<file path="config.mk">
export PLATFORM = sky130hd
export DESIGN_NAME = decimal_int16_list_parser
export DESIGN_NICKNAME = d
export VERILOG_FILES = /design/src/rtl/core/dlp_pkg.sv /design/src/rtl/core/dlp_parse_core.sv /design/src/rtl/core/dlp_out_queue.sv /design/src/rtl/core/decimal_int16_list_parser.sv
export SDC_FILE = /design/constraint.sdc
export NUM_CORES = 1
export LEC_CHECK = 0
export BUFFER_PORTS_ARGS = -buffer_cell sky130_fd_sc_hd__buf_2
export CELL_PAD_IN_SITES_DETAIL_PLACEMENT = 1
export CELL_PAD_IN_SITES_GLOBAL_PLACEMENT = 2
export CORE_AREA = 2 2 160 162
export CTS_CLUSTER_SIZE = 16
export DETAILED_ROUTE_END_ITERATION = 7
export DIE_AREA = 0 0 162 164
export MAX_ROUTING_LAYER = met4
export PLACE_DENSITY_LB_ADDON = 0.12
export SLEW_MARGIN = 20
export SYNTH_ARGS = -nofsm -noshare
export SYNTH_HDL_FRONTEND = slang
export SYNTH_HIERARCHICAL = 1
export SYNTH_SLANG_ARGS = --single-unit
</file>
<file path="constraint.sdc">
create_clock -name clk -period 19.9 [get_ports clk]
set_clock_uncertainty 0.05 [all_clocks]
set_input_delay 4.975 -clock clk [delete_from_list [all_inputs] [get_ports clk]]
set_output_delay 4.975 -clock clk [all_outputs]
set_load 0.01 [all_outputs]
</file>
<file path="src/rtl/core/dlp_pkg.sv">
// Shared types and constants of the decimal list parser.
// Used by dlp_parse_core, dlp_out_queue and decimal_int16_list_parser.
package dlp_pkg;

  // Fixed limits of the number syntax.
  localparam int MAX_VALUES           = 16;
  localparam int MAX_DIGITS           = 5;
  localparam int DEF_MAX_STRING_BYTES = 2048;

  // Largest number count a string can reach: one past the smaller of the
  // register range and the value limit.
  localparam int MAX_CAP = (MAX_VALUES < 31) ? MAX_VALUES : 31;
  localparam int CNT_W   = $clog2(MAX_CAP + 2);

  localparam logic [19:0] LIMIT_SIGNED   = 20'd32767;
  localparam logic [19:0] LIMIT_UNSIGNED = 20'd65535;

  localparam logic [7:0] CHAR_ZERO  = 8'h30;
  localparam logic [7:0] CHAR_NINE  = 8'h39;
  localparam logic [7:0] CHAR_MINUS = 8'h2D;
  localparam logic [7:0] CHAR_SPACE = 8'h20;
  localparam logic [7:0] CHAR_TAB   = 8'h09;
  localparam logic [7:0] CHAR_CR    = 8'h0D;

  // Configuration register indexes.
  localparam logic REG_EXPECTED_COUNT = 1'b0;
  localparam logic REG_SIGNED_MODE    = 1'b1;

  // Result kinds.
  localparam logic KIND_VALUE  = 1'b0;
  localparam logic KIND_STATUS = 1'b1;

  // One input beat causes at most this many results.
  localparam int MAX_RESULTS = 2;

  // Result queue depth, a power of two.
  localparam int OQ_DEPTH = 4;

  typedef struct packed {
    logic [4:0] expected_count;
    logic       signed_mode;
  } cfg_t;

  typedef struct packed {
    logic        item_kind;
    logic [3:0]  value_index;
    logic [15:0] value_word;
    logic        parse_status;
    logic [4:0]  values_found;
    logic        last_result;
  } res_t;

endpackage

</file>
<file path="src/rtl/core/dlp_parse_core.sv">
// Per-string parse state and the one-beat next-state logic of the parser.
// Depends on dlp_pkg for the configuration and result types.
module dlp_parse_core #(
  parameter int MAX_STRING_BYTES = dlp_pkg::DEF_MAX_STRING_BYTES
) (
  input  logic          clk,
  input  logic          rst_n,
  input  dlp_pkg::cfg_t cfg,
  input  logic          fire,
  input  logic [7:0]    char_byte,
  input  logic          end_of_string,
  output logic [1:0]    push_cnt,
  output dlp_pkg::res_t res_a,
  output dlp_pkg::res_t res_b
);

  localparam int BC_W  = $clog2(MAX_STRING_BYTES + 1);
  localparam int CNT_W = dlp_pkg::CNT_W;

  logic             in_num_r, in_num_nxt;
  logic             minus_r, minus_nxt;
  logic [2:0]       dc_r, dc_nxt;
  logic [15:0]      mag_r, mag_nxt;
  logic [CNT_W-1:0] cnt_r, cnt_nxt;
  logic [BC_W-1:0]  bc_r, bc_nxt;
  logic             stop_r, stop_nxt;
  logic             err_r, err_nxt;

  logic             val_vld;
  logic [15:0]      em_mag;
  logic             em_neg;
  logic [CNT_W-1:0] em_cnt;
  dlp_pkg::res_t    val_res;
  dlp_pkg::res_t    sts_res;

  always_comb begin
    logic             is_digit;
    logic             is_space;
    logic             ok;
    logic [CNT_W-1:0] cap;
    logic [19:0]      limit;
    logic [19:0]      prod;
    logic [3:0]       dval;

    in_num_nxt = in_num_r;
    minus_nxt  = minus_r;
    dc_nxt     = dc_r;
    mag_nxt    = mag_r;
    cnt_nxt    = cnt_r;
    bc_nxt     = bc_r;
    stop_nxt   = stop_r;
    err_nxt    = err_r;
    val_vld    = 1'b0;
    em_mag     = mag_r;
    em_neg     = minus_r;
    em_cnt     = cnt_r;
    ok         = 1'b1;

    is_digit = char_byte inside {[dlp_pkg::CHAR_ZERO:dlp_pkg::CHAR_NINE]};
    is_space = (char_byte == dlp_pkg::CHAR_SPACE) ||
               (char_byte inside {[dlp_pkg::CHAR_TAB:dlp_pkg::CHAR_CR]});
    dval     = 4'(char_byte - dlp_pkg::CHAR_ZERO);
    cap      = ({{(CNT_W-5){1'b0}}, cfg.expected_count} < CNT_W'(dlp_pkg::MAX_VALUES)) ?
               {{(CNT_W-5){1'b0}}, cfg.expected_count} : CNT_W'(dlp_pkg::MAX_VALUES);
    limit    = cfg.signed_mode ? dlp_pkg::LIMIT_SIGNED : dlp_pkg::LIMIT_UNSIGNED;
    prod     = '0;

    // Length check comes first; the overflowing byte itself is not parsed.
    if (!stop_nxt) begin
      if (bc_r < BC_W'(MAX_STRING_BYTES)) begin
        bc_nxt = bc_r + 1'b1;
      end else begin
        err_nxt  = 1'b1;
        stop_nxt = 1'b1;
      end
    end

    if (!stop_nxt) begin
      if (is_digit) begin
        if (!in_num_r) begin
          in_num_nxt = 1'b1;
          dc_nxt     = '0;
          mag_nxt    = '0;
          cnt_nxt    = cnt_r + 1'b1;
          if (cnt_nxt > cap) begin
            err_nxt  = 1'b1;
            stop_nxt = 1'b1;
            ok       = 1'b0;
          end
        end
        if (ok) begin
          dc_nxt = dc_nxt + 1'b1;
          prod   = {1'b0, mag_nxt, 3'b000} + {3'b000, mag_nxt, 1'b0} + {16'd0, dval};
          if ((dc_nxt > 3'(dlp_pkg::MAX_DIGITS)) || (prod > limit)) begin
            err_nxt  = 1'b1;
            stop_nxt = 1'b1;
          end else begin
            mag_nxt = prod[15:0];
          end
        end
      end else if (is_space) begin
        if (cfg.signed_mode && !in_num_r && minus_r) begin
          // A lone minus ends parsing; the count check alone judges it.
          stop_nxt = 1'b1;
        end else begin
          if (in_num_r) begin
            val_vld = 1'b1;
          end
          in_num_nxt = 1'b0;
          minus_nxt  = 1'b0;
        end
      end else if (cfg.signed_mode && (char_byte == dlp_pkg::CHAR_MINUS) &&
                   !in_num_r && !minus_r) begin
        minus_nxt = 1'b1;
      end else begin
        err_nxt  = 1'b1;
        stop_nxt = 1'b1;
      end
    end

    // A number still open at the end of the string closes with it.
    if (end_of_string && !stop_nxt && in_num_nxt) begin
      val_vld = 1'b1;
      em_mag  = mag_nxt;
      em_neg  = minus_nxt;
      em_cnt  = cnt_nxt;
    end
  end

  always_comb begin
    logic [CNT_W-1:0] idx_full;
    idx_full             = em_cnt - 1'b1;
    val_res.item_kind    = dlp_pkg::KIND_VALUE;
    val_res.value_index  = idx_full[3:0];
    val_res.value_word   = (cfg.signed_mode && em_neg) ? (16'd0 - em_mag) : em_mag;
    val_res.parse_status = 1'b0;
    val_res.values_found = '0;
    val_res.last_result  = 1'b0;

    sts_res.item_kind    = dlp_pkg::KIND_STATUS;
    sts_res.value_index  = '0;
    sts_res.value_word   = '0;
    sts_res.parse_status = err_nxt || (cnt_nxt != CNT_W'(cfg.expected_count));
    sts_res.values_found = 5'(cnt_nxt);
    sts_res.last_result  = 1'b1;
  end

  // The value result always precedes the status result of the same beat.
  assign res_a    = val_vld ? val_res : sts_res;
  assign res_b    = sts_res;
  assign push_cnt = fire ? (2'(val_vld) + 2'(end_of_string)) : 2'd0;

  always_ff @(posedge clk) begin
    if (!rst_n) begin
      in_num_r <= 1'b0;
      minus_r  <= 1'b0;
      dc_r     <= '0;
      mag_r    <= '0;
      cnt_r    <= '0;
      bc_r     <= '0;
      stop_r   <= 1'b0;
      err_r    <= 1'b0;
    end else if (fire) begin
      if (end_of_string) begin
        in_num_r <= 1'b0;
        minus_r  <= 1'b0;
        dc_r     <= '0;
        mag_r    <= '0;
        cnt_r    <= '0;
        bc_r     <= '0;
        stop_r   <= 1'b0;
        err_r    <= 1'b0;
      end else begin
        in_num_r <= in_num_nxt;
        minus_r  <= minus_nxt;
        dc_r     <= dc_nxt;
        mag_r    <= mag_nxt;
        cnt_r    <= cnt_nxt;
        bc_r     <= bc_nxt;
        stop_r   <= stop_nxt;
        err_r    <= err_nxt;
      end
    end
  end

endmodule

</file>
<file path="src/rtl/core/dlp_out_queue.sv">
// Small result queue: takes up to two results a cycle, gives one while rd_ready is high.
// Depends on dlp_pkg for the result type and the queue depth.
module dlp_out_queue (
  input  logic                                 clk,
  input  logic                                 rst_n,
  input  logic [1:0]                           push_cnt,
  input  dlp_pkg::res_t                        wr_a,
  input  dlp_pkg::res_t                        wr_b,
  output logic [$clog2(dlp_pkg::OQ_DEPTH+1)-1:0] free_cnt,
  output dlp_pkg::res_t                        rd_data,
  output logic                                 rd_valid,
  input  logic                                 rd_ready
);

  localparam int DEPTH = dlp_pkg::OQ_DEPTH;
  localparam int PTR_W = $clog2(DEPTH);
  localparam int CNT_W = $clog2(DEPTH + 1);

  dlp_pkg::res_t    mem [DEPTH];
  logic [PTR_W-1:0] wr_ptr_r, wr_ptr_nxt;
  logic [PTR_W-1:0] rd_ptr_r, rd_ptr_nxt;
  logic [CNT_W-1:0] cnt_r, cnt_nxt;
  logic [PTR_W-1:0] wr_ptr_p1;
  logic             pop;

  assign wr_ptr_p1  = wr_ptr_r + 1'b1;
  assign pop        = rd_valid && rd_ready;
  assign rd_valid   = (cnt_r != '0);
  assign rd_data    = mem[rd_ptr_r];
  assign free_cnt   = CNT_W'(DEPTH) - cnt_r;
  assign wr_ptr_nxt = wr_ptr_r + PTR_W'(push_cnt);
  assign rd_ptr_nxt = rd_ptr_r + PTR_W'(pop);
  assign cnt_nxt    = cnt_r + CNT_W'(push_cnt) - CNT_W'(pop);

  always_ff @(posedge clk) begin
    if (push_cnt != 2'd0) begin
      mem[wr_ptr_r] <= wr_a;
    end
    if (push_cnt == 2'd2) begin
      mem[wr_ptr_p1] <= wr_b;
    end
  end

  always_ff @(posedge clk) begin
    if (!rst_n) begin
      wr_ptr_r <= '0;
      rd_ptr_r <= '0;
      cnt_r    <= '0;
    end else begin
      wr_ptr_r <= wr_ptr_nxt;
      rd_ptr_r <= rd_ptr_nxt;
      cnt_r    <= cnt_nxt;
    end
  end

endmodule

</file>
<file path="src/rtl/core/decimal_int16_list_parser.sv">
// Top level of the whitespace-separated decimal list parser.
// Depends on dlp_pkg, dlp_parse_core and dlp_out_queue.
//
// Usage: the bytes of a text string arrive one per beat on the in_ channel,
// with in_end_of_string high on the final byte. Every number closed by
// whitespace or by the end of the string leaves as a value beat on the out_
// channel; every string ends with one status beat (out_last_result high)
// that reports whether the string was well formed and held exactly
// expected_count numbers. The user must write the configuration registers
// expected_count (index 0) and signed_mode (index 1), through cfg_wr_en,
// cfg_index and cfg_wdata, only while the block is idle, which it does not enforce.
//
// Timing: an accepted byte waits in the input register and is parsed out of
// it once the result queue has room for all the results it may cause; the
// results go into the queue. One byte is taken every cycle while the queue
// has that room; the parse step is a multiply-by-ten, one add and one
// compare. A final byte that closes a number yields two results, and the
// queue drains one per cycle while out_ready is high, which bounds the
// long-run rate by the output side. Reset clears the parse state, the queue
// and both registers to zero. When the receiver stalls, results collect in
// the four-entry queue, and once it has fewer than two free entries the
// input register holds and in_ready falls.
module decimal_int16_list_parser #(
  parameter int MAX_STRING_BYTES = dlp_pkg::DEF_MAX_STRING_BYTES
) (
  input  logic        clk,
  input  logic        rst_n,
  // Input channel
  input  logic        in_valid,
  output logic        in_ready,
  input  logic [7:0]  in_char_byte,
  input  logic        in_end_of_string,
  // Result channel
  output logic        out_valid,
  input  logic        out_ready,
  output logic        out_item_kind,
  output logic [3:0]  out_value_index,
  output logic [15:0] out_value_word,
  output logic        out_parse_status,
  output logic [4:0]  out_values_found,
  output logic        out_last_result,
  // Configuration port
  input  logic        cfg_wr_en,
  input  logic        cfg_index,
  input  logic [4:0]  cfg_wdata
);

  localparam int OQ_CNT_W = $clog2(dlp_pkg::OQ_DEPTH + 1);

  dlp_pkg::cfg_t       cfg_r;
  logic                in_vld_r;
  logic [7:0]          in_byte_r;
  logic                in_eos_r;
  logic                fire;
  logic [1:0]          push_cnt;
  dlp_pkg::res_t       res_a;
  dlp_pkg::res_t       res_b;
  dlp_pkg::res_t       out_res;
  logic [OQ_CNT_W-1:0] oq_free;

  // Configuration registers.
  always_ff @(posedge clk) begin
    if (!rst_n) begin
      cfg_r <= '0;
    end else if (cfg_wr_en) begin
      case (cfg_index)
        dlp_pkg::REG_EXPECTED_COUNT: cfg_r.expected_count <= cfg_wdata;
        dlp_pkg::REG_SIGNED_MODE:    cfg_r.signed_mode    <= cfg_wdata[0];
        default: ;
      endcase
    end
  end

  // The held byte is parsed only when the queue can take every result it
  // may cause, so a beat is never split across cycles.
  assign fire     = in_vld_r && (oq_free >= OQ_CNT_W'(dlp_pkg::MAX_RESULTS));
  assign in_ready = !in_vld_r || fire;

  always_ff @(posedge clk) begin
    if (!rst_n) begin
      in_vld_r <= 1'b0;
    end else if (in_ready) begin
      in_vld_r <= in_valid;
    end
  end

  always_ff @(posedge clk) begin
    if (in_valid && in_ready) begin
      in_byte_r <= in_char_byte;
      in_eos_r  <= in_end_of_string;
    end
  end

  dlp_parse_core #(
    .MAX_STRING_BYTES(MAX_STRING_BYTES)
  ) u_core (
    .clk          (clk),
    .rst_n        (rst_n),
    .cfg          (cfg_r),
    .fire         (fire),
    .char_byte    (in_byte_r),
    .end_of_string(in_eos_r),
    .push_cnt     (push_cnt),
    .res_a        (res_a),
    .res_b        (res_b)
  );

  dlp_out_queue u_queue (
    .clk     (clk),
    .rst_n   (rst_n),
    .push_cnt(push_cnt),
    .wr_a    (res_a),
    .wr_b    (res_b),
    .free_cnt(oq_free),
    .rd_data (out_res),
    .rd_valid(out_valid),
    .rd_ready(out_ready)
  );

  assign out_item_kind    = out_res.item_kind;
  assign out_value_index  = out_res.value_index;
  assign out_value_word   = out_res.value_word;
  assign out_parse_status = out_res.parse_status;
  assign out_values_found = out_res.values_found;
  assign out_last_result  = out_res.last_result;

  // The final byte of a string always yields at least its status result.
  a_eos_pushes: assert property (@(posedge clk) disable iff (!rst_n)
    fire && in_eos_r |-> push_cnt != 2'd0)
    else $error("final byte produced no result");

  // Nothing enters the queue unless a byte is parsed.
  a_push_needs_fire: assert property (@(posedge clk) disable iff (!rst_n)
    !fire |-> push_cnt == 2'd0)
    else $error("result pushed without a parsed byte");

  // A byte that could not be parsed stays in the input register.
  a_input_held: assert property (@(posedge clk) disable iff (!rst_n)
    in_vld_r && !fire |=> in_vld_r && $stable(in_byte_r) && $stable(in_eos_r))
    else $error("stalled input byte was lost or changed");

endmodule

</file>
# Word level (Yosys, flattened, before mapping)
# Memory sizes are Yosys's and may differ from the RTL's. A register that Yosys moved wholly into a read port is not among the register bits.
# Index checks and enable logic that the tools add are counted.
word_totals:
  ff_bits: 63
  ramBits: 112
  in_bits: 20
  out_inout_bits: 30
  elab_cells: 157
  n_memories: 1
mem_list:
  columns: ["name", "depth", "word_bits", "rd", "rd_ports_with_merged_regs", "write_ports", "line_no", "source"]
  rows:
  - ["u_queue.mem", 4, 28, 1, 1, 2, "dlp_out_queue.sv:19", "dlp_pkg::res_t mem [DEPTH];"]
classes:
  add_sub_neg: 15
  n_lt_le_gt_ge: 10
  n_eq_ne: 6
  mux: 79
  n_bitwise: 1
  n_reduce_logical: 29
op_table:
  columns: ["cell", "n"]
  rows:
  - ["$mux W16", 11]
  - ["$mux W1", 49]
  - ["$mux W12", 3]
  - ["$mux W28", 1]
  - ["$mux W5", 5]
  - ["$mux W3", 7]
  - ["$add A19 B17 Y20", 1]
  - ["$add A20 B4 Y20", 1]
  - ["$gt A20 B20 Y1", 1]
  - ["$eq A8 B6 Y1 const B", 2]
  - ["$sub A1 B16 Y16 const A", 1]
  - ["$logic_and A1 B1 Y1", 13]
  - ["$add A12 B1 Y12 const B", 1]
  - ["$lt A12 B12 Y1 const B", 1]
  - ["$ge A8 B4 Y1 const B", 1]
  - ["$ge A8 B6 Y1 const B", 1]
  - ["$le A8 B4 Y1 const B", 1]
  - ["$le A8 B6 Y1 const B", 1]
  - ["$sub A4 B1 Y4 const B", 2]
  - ["$reduce_and A3 Y1", 2]
  - ["$reduce_bool A2 Y1", 3]
  - ["$add A5 B1 Y5 const B", 1]
  - ["$gt A5 B5 Y1", 1]
  - ["$lt A5 B5 Y1 const B", 1]
  - ["20 further kinds", 29]

# Depth between registers and ports, before layout
# Gate-level depths: netlist of run 1.
depth:
  word_depth: 21
  mapped_depth: 31
  mapped_depth_nobuf: 28

# By module
# Netlist of run 1, hierarchy kept.
modules_own_cells:
  columns: ["module", "instances", "cells_per_inst", "area_each_um2", "seq_area_each_um2"]
  rows:
  - ["dlp_out_queue", 1, 320, 5919.4, 3503.4]
  - ["dlp_parse_core", 1, 629, 4780.8, 800.8]
  - ["decimal_int16_list_parser", 1, 44, 584.3, 410.4]

# Least setup slack after synthesis of run 1
# OpenSTA, ideal clock, no wires.
synth_timing:
  kind: "reg-to-reg"
  startpoint: "register u_core.in_num_r"
  endpoint: "memory u_queue/mem[0][0] (netlist name), enable pin"
  setup_time_ps: 456
  t_arrival_ps: 6932
  required_ps: 19394
  setup_slack_ps: 12462
  path_stages_with_launch: 26
  n_path_buf: 3
  synth_period_minus_slack_ps: 7438
  path_cell_list: "dfxtp_1 clkbuf_1 clkbuf_1 and2_1 ha_1 ha_1 a21o_1 a31oi_1 a21o_1 and2_1 nand2_1 nand2_1 xnor2_1 ha_1 nand4_1 nor2_1 nand4bb_1 nor4b_2 a41oi_2 or2_2 buf_2 o22ai_1 ha_1 and2_1 nor2_1 o31ai_1"
synth_lines:
  columns: ["item", "line_no", "source"]
  rows:
  - ["start: declaration", "dlp_parse_core.sv:20", "logic in_num_r, in_num_nxt;"]
  - ["start signal: assignment", "dlp_parse_core.sv:174", "in_num_r <= in_num_nxt;"]
  - ["end: declaration", "dlp_out_queue.sv:19", null]

==> flow_metrics.tcl, run 1 <==
set metrics [dict create \
    timing.final.ws_setup_ns 11.61 \
    tightest_slew_ns 0.964 \
    wire_per_inst_um 19.9 \
    worst-r2r-cell-count 25 \
    synth_area_mm2 0.0113 \
    grt_pass1_wl_mm 43.9 \
    worstPathMaxFanout 29 \
    min_path_cells 2 \
    num_vias 7533 \
    crit_type "reg2reg" \
    worstSetupStartpointType "register" \
    fin_cells 1365 \
    cts_tree "built" \
    h-tree-depth 4 \
    fp.dieH_um 164 \
    rsz0062_at_grt "false" \
    area.sequential_mm2 0.00472 \
    antenna_found_initial 0 \
    core_mm2 0.0248 \
    cts_hold_buf 0 \
    total_leakage_power_nw 4.63 \
    pre_cts_slack_ns 11.67 \
    overflow 0 \
    max_slew_margin_pct 35.3 \
    grt_pass1_vias 7907 \
    port_buffers 49 \
    postRouteWirelength_mm 27.1 \
    timing.fmax_mhz 121 \
    cts_buffers 17 \
    max-cap-violations 0 \
    p_per_area_mw_per_mm2 77.1 \
    drc 0 \
    num_rows 58 \
    cts_root_buffer "clkbuf_16" \
    dp.cells 1333 \
    viasPerCell 5.52 \
    nFillCells 2685 \
    die_area_mm2 0.0266 \
    cts.sinks 175 \
    timing.final.hold_violations 0 \
    crit_required_ns 19.97 \
    clk_latency_ns 0.44 \
    dp_hpwl_mm 18.8 \
    period_share_pct 41.6 \
    track_usage_pct 21.9 \
    netlist_instances 992 \
    arrival_ns 8.36 \
    io_pins 50 \
    nets 1092 \
    grt_max_degree 52 \
    clk_pin_slew_worst_paths_ns 0.08 \
    ys.warnings.count 6 \
    drt_iter0_markers 473 \
    critPathCaptureType "register" \
    synth_area_per_cell_um2 11.4 \
    slew_violations 0 \
    syn_to_final_growth_pct 8.54 \
    fin_util_pct 49.3 \
    cts.repair.resized 0 \
    postCtsSetupRepairBufs 0 \
    finalSetupTns_ns 0 \
    outcome "finished clean" \
    die_w_um 162 \
    holdCritPathClass "reg2reg" \
    firstDrtPassIters 4 \
    start_util_pct 45.4 \
    drive_gt1_share_pct 25.7 \
    place_congestion 0.791 \
    drtAntennaViolNets 0 \
    peakVddDrop_mv 0.0480 \
    period_needed_ns 8.29 \
    cts_buffer_depth 2 \
    multi_input_area_mm2 0.00607 \
    antenna_cells 0 \
    setup_viol 0 \
]
## cell type report
class                      instances  share of cell area [%]
multi-input combinational        733                    49.6
sequential                       175                    38.5
clock buffer                      17                    3.48
tap                              330                    3.37
timing repair buffer              62                    2.80
clock inverter                    15                    1.20
inverter                          33                    1.01
## metal layers
layer  track usage, %  wire length [µm]  share of wire (%)  vias up
li1                 -                 -                  -     3664
met1             28.7             13000                 48     3728
met2             36.4             13100                 48      116
met3             3.06               692                2.6       25
met4             4.95               321                1.2        0
met5                -                 0                  0        -
## critical path: stages, from the launching register on
cell and delay [ns]:
dfxtp_1 0.87, inv_1 0.29, nor2_1 0.23, ha_1 0.26, ha_1 0.37, a21o_1 0.25
a31oi_1 0.31, a21o_1 0.21, and2_1 0.17, nand2_1 0.06, nand2_1 0.07, xnor2_1 0.12
ha_1 0.31, nand4_1 0.09, nor2_1 0.11, nand4bb_1 0.12, nor4b_2 0.27, a41oi_2 0.24
or2_2 0.48, o22ai_1 0.57, ha_1 0.35, and2_1 0.24, nor2b_1 0.26, and3b_2 0.73
a21o_1 0.58, buf_4 0.34
## layout by cell type (no fill, tap or decap), types with 7 or more instances in the layout
cell type,instances
xnor2_1,36
mux2i_1,30
o21ai_0,24
nand2_1,63
and2_1,35
ha_1,48
conb_1,22
nor2_1,76
mux4_2,28
mux2_4,20
a22oi_1,20
nor2b_1,35
inv_1,33
buf_4,13
nand4_1,7
edfxtp_1,121
a21o_1,8
dfxtp_1,53
nor3_1,10
mux2_2,94
nand3_1,13
xor2_1,23
clkbuf_16,17
and3_1,7
a21oi_1,32
buf_2,49
## registers in the layout, indices dropped and copies added, names as in the netlist, 3 cells and up
register	flops
cfg_r	6
u_core/dc_r	3
u_queue/cnt_r	3
u_core/mag_r	16
u_queue/mem	112
u_core/bc_r	12
in_byte_r	8
u_core/cnt_r	5
## final timing paths
check / startpoint / endpoint / slack [ns]
max: u_core/in_num_r / u_queue/mem[2][10] / 11.61
min: u_core/dc_r[1] / u_core/dc_r[1] / 0.42
max reg2reg: u_core/in_num_r / u_queue/mem[2][10] / 11.61
min reg2reg: u_core/dc_r[1] / u_core/dc_r[1] / 0.42
## report_power, final
group / internal, mW / leakage (nW) / switching (mW)
Clock: 0.167 / 0.274 / 0.165
Combinational: 0.0857 / 2.69 / 0.109
Sequential: 0.407 / 1.66 / 0.0102
Total: 0.659 / 4.63 / 0.284
## through the flow
| step | total power [mW] | hold WS (ns) | instance area, µm² |
|---|---|---|---|
| 5_1_grt | 0.987 | 0.442 | 12200 |
| 2_1_floorplan | 0.562 | 0.391 | 11400 |
| 4_1_cts | 0.953 | 0.423 | 12200 |
| 6_report | 0.944 | 0.415 | 12200 |
| 3_5_place_dp | 0.623 | 0.413 | 11700 |
| 3_3_place_gp | 0.620 | 0.409 | 11700 |
Power figures use the tool's default switching activity.
==> run 2: changes to the inputs <==
Settings changed: CORE_AREA 2 2 160 162 to 2 2 165 167, DIE_AREA 0 0 162 164 to 0 0 167 169.
Clock period 19.9 ns to 8.2 ns, I/O delays scaled along.
==> flow_metrics.tcl, run 2 (same netlist as run 1, synthesis figures left out) <==
set metrics [dict create \
    outcome "finished clean" \
    grt_pass1_wl_mm 44.0 \
    fin_cells 1381 \
    grt_max_degree 52 \
    h-tree-depth 4 \
    die_w_um 167 \
    holdCritPathClass "reg2reg" \
    fin_util_pct 46.4 \
    viasPerCell 5.41 \
    max-cap-violations 0 \
    dp_hpwl_mm 18.9 \
    pre_cts_slack_ns 0.977 \
    timing.final.ws_setup_ns 0.998 \
    largestRegisters "u_queue/mem: 112 flops, u_core/mag_r: 16 flops, u_core/bc_r: 12 flops" \
    track_usage_pct 20.3 \
    worstPathMaxFanout 28 \
    grt_pass1_vias 7877 \
    largest_reg_flops 112 \
    die_area_mm2 0.0282 \
    place_congestion 0.841 \
    setup_viol 0 \
    p_per_area_mw_per_mm2 187 \
    syn_to_final_growth_pct 9.09 \
    worstSetupStartpointType "register" \
    tightest_slew_ns 0.993 \
    regMostFlops "u_queue/mem" \
    max_slew_margin_pct 33.7 \
    antenna_cells 0 \
    drc 0 \
    crit_required_ns 8.32 \
    fp.dieH_um 169 \
    max_stage_delay_ns 0.67 \
    postCtsSetupRepairBufs 0 \
    cpMaxStageDelayCell "dfxtp_1" \
    cts.sinks 175 \
    cts.repair.resized 0 \
    antenna_found_initial 0 \
    drive_gt1_share_pct 25.9 \
    final_cell_mix "edfxtp_1, mux2_2, nor2_1" \
    total_leakage_power_nw 4.65 \
    timing.final.hold_violations 0 \
    overflow 0 \
    period_needed_ns 7.20 \
    timing.fmax_mhz 139 \
    num_vias 7470 \
    rsz0062_at_grt "false" \
    crit_type "reg2reg" \
    arrival_ns 7.33 \
    num_rows 60 \
    firstDrtPassIters 4 \
    slew_violations 0 \
    cts_buffer_depth 2 \
    drt_iter0_markers 330 \
    start_util_pct 42.6 \
    mostFrequentLayoutCell "edfxtp_1" \
    port_buffers 49 \
    cts_tree "built" \
    critPathCaptureType "register" \
    wire_per_inst_um 19.7 \
    io_pins 50 \
    cts_hold_buf 0 \
    critPathMostFrequentCell "ha_1" \
    core_mm2 0.0265 \
    postRouteWirelength_mm 27.1 \
    clk_pin_slew_worst_paths_ns 0.08 \
    cts_buffers 17 \
    peakVddDrop_mv 0.107 \
    dp.cells 1349 \
    cts_root_buffer "clkbuf_16" \
    period_share_pct 87.8 \
    finalSetupTns_ns 0 \
    clk_latency_ns 0.43 \
    nets 1097 \
    drtAntennaViolNets 0 \
]
## run 2: changes by cell type in the layout (fill, tap and decap cells not counted)
cell,delta
bufinv_16,+1
clkinvlp_4,+1
clkbuf_1,+1
and3b_2,-1
and3b_1,+1
o21ai_1,-1
o21ai_0,+1
clkinv_8,-1
inv_6,-1
clkinv_2,-1
buf_4,+5
## run 2: through the flow
| step | area, µm² | hold slack, ns | power, mW |
|---|---|---|---|
| 2_1_floorplan | 11400 | 0.391 | 1.36 |
| 3_3_place_gp | 11700 | 0.412 | 1.51 |
| 3_5_place_dp | 11700 | 0.415 | 1.52 |
| 4_1_cts | 12300 | 0.426 | 2.34 |
| 5_1_grt | 12300 | 0.442 | 2.41 |
| 6_report | 12300 | 0.418 | 2.31 |
## run 2: area by class of cell
cell class                      instances  area (µm²)
Multi-Input combinational cell        733        6070
Sequential cell                       175        4720
Timing Repair Buffer                   67         380
Clock inverter                         14         154
Fill cell                            2892       14200
Clock buffer                           18         429
Tap cell                              341         427
Inverter                               33         124
## run 2: where the power goes
part / internal (mW) / switching (mW)
clock network: 0.432 / 0.387
registers: 0.987 / 0.0285
logic: 0.208 / 0.261
## run 2: metal layers
metal / vias up / track usage, % / part of all wire [%]
met2: 87 / 33.8 / 49
met4: 0 / 4.20 / 0.93
li1: 3666 / - / -
met5: - / - / 0
met3: 17 / 2.62 / 2.1
met1: 3700 / 26.8 / 48
## run 2: worst max-delay path: cells and delay by family (launching register included)
kind | cells | cell delay (ns)
AO/OA/AOI/OAI | 5 | 1.49
XOR/XNOR | 1 | 0.11
adder cells (fa/ha/maj) | 4 | 1.24
flip-flops | 1 | 0.67
AND/OR/NAND/NOR | 12 | 2.30
buffers and inverters | 2 | 0.68
multiplexers | 1 | 0.40
## run 2: final timing paths
check / slack (ns) / to / start / cells past startpoint
setup / recovery: 1.0 / u_queue/mem[2][7] / u_core/in_num_r / 25
hold / removal: 0.42 / u_core/dc_r[1] / u_core/dc_r[1] / 2
setup reg to reg: 1.0 / u_queue/mem[2][7] / u_core/in_num_r / 25
hold reg to reg: 0.42 / u_core/dc_r[1] / u_core/dc_r[1] / 2
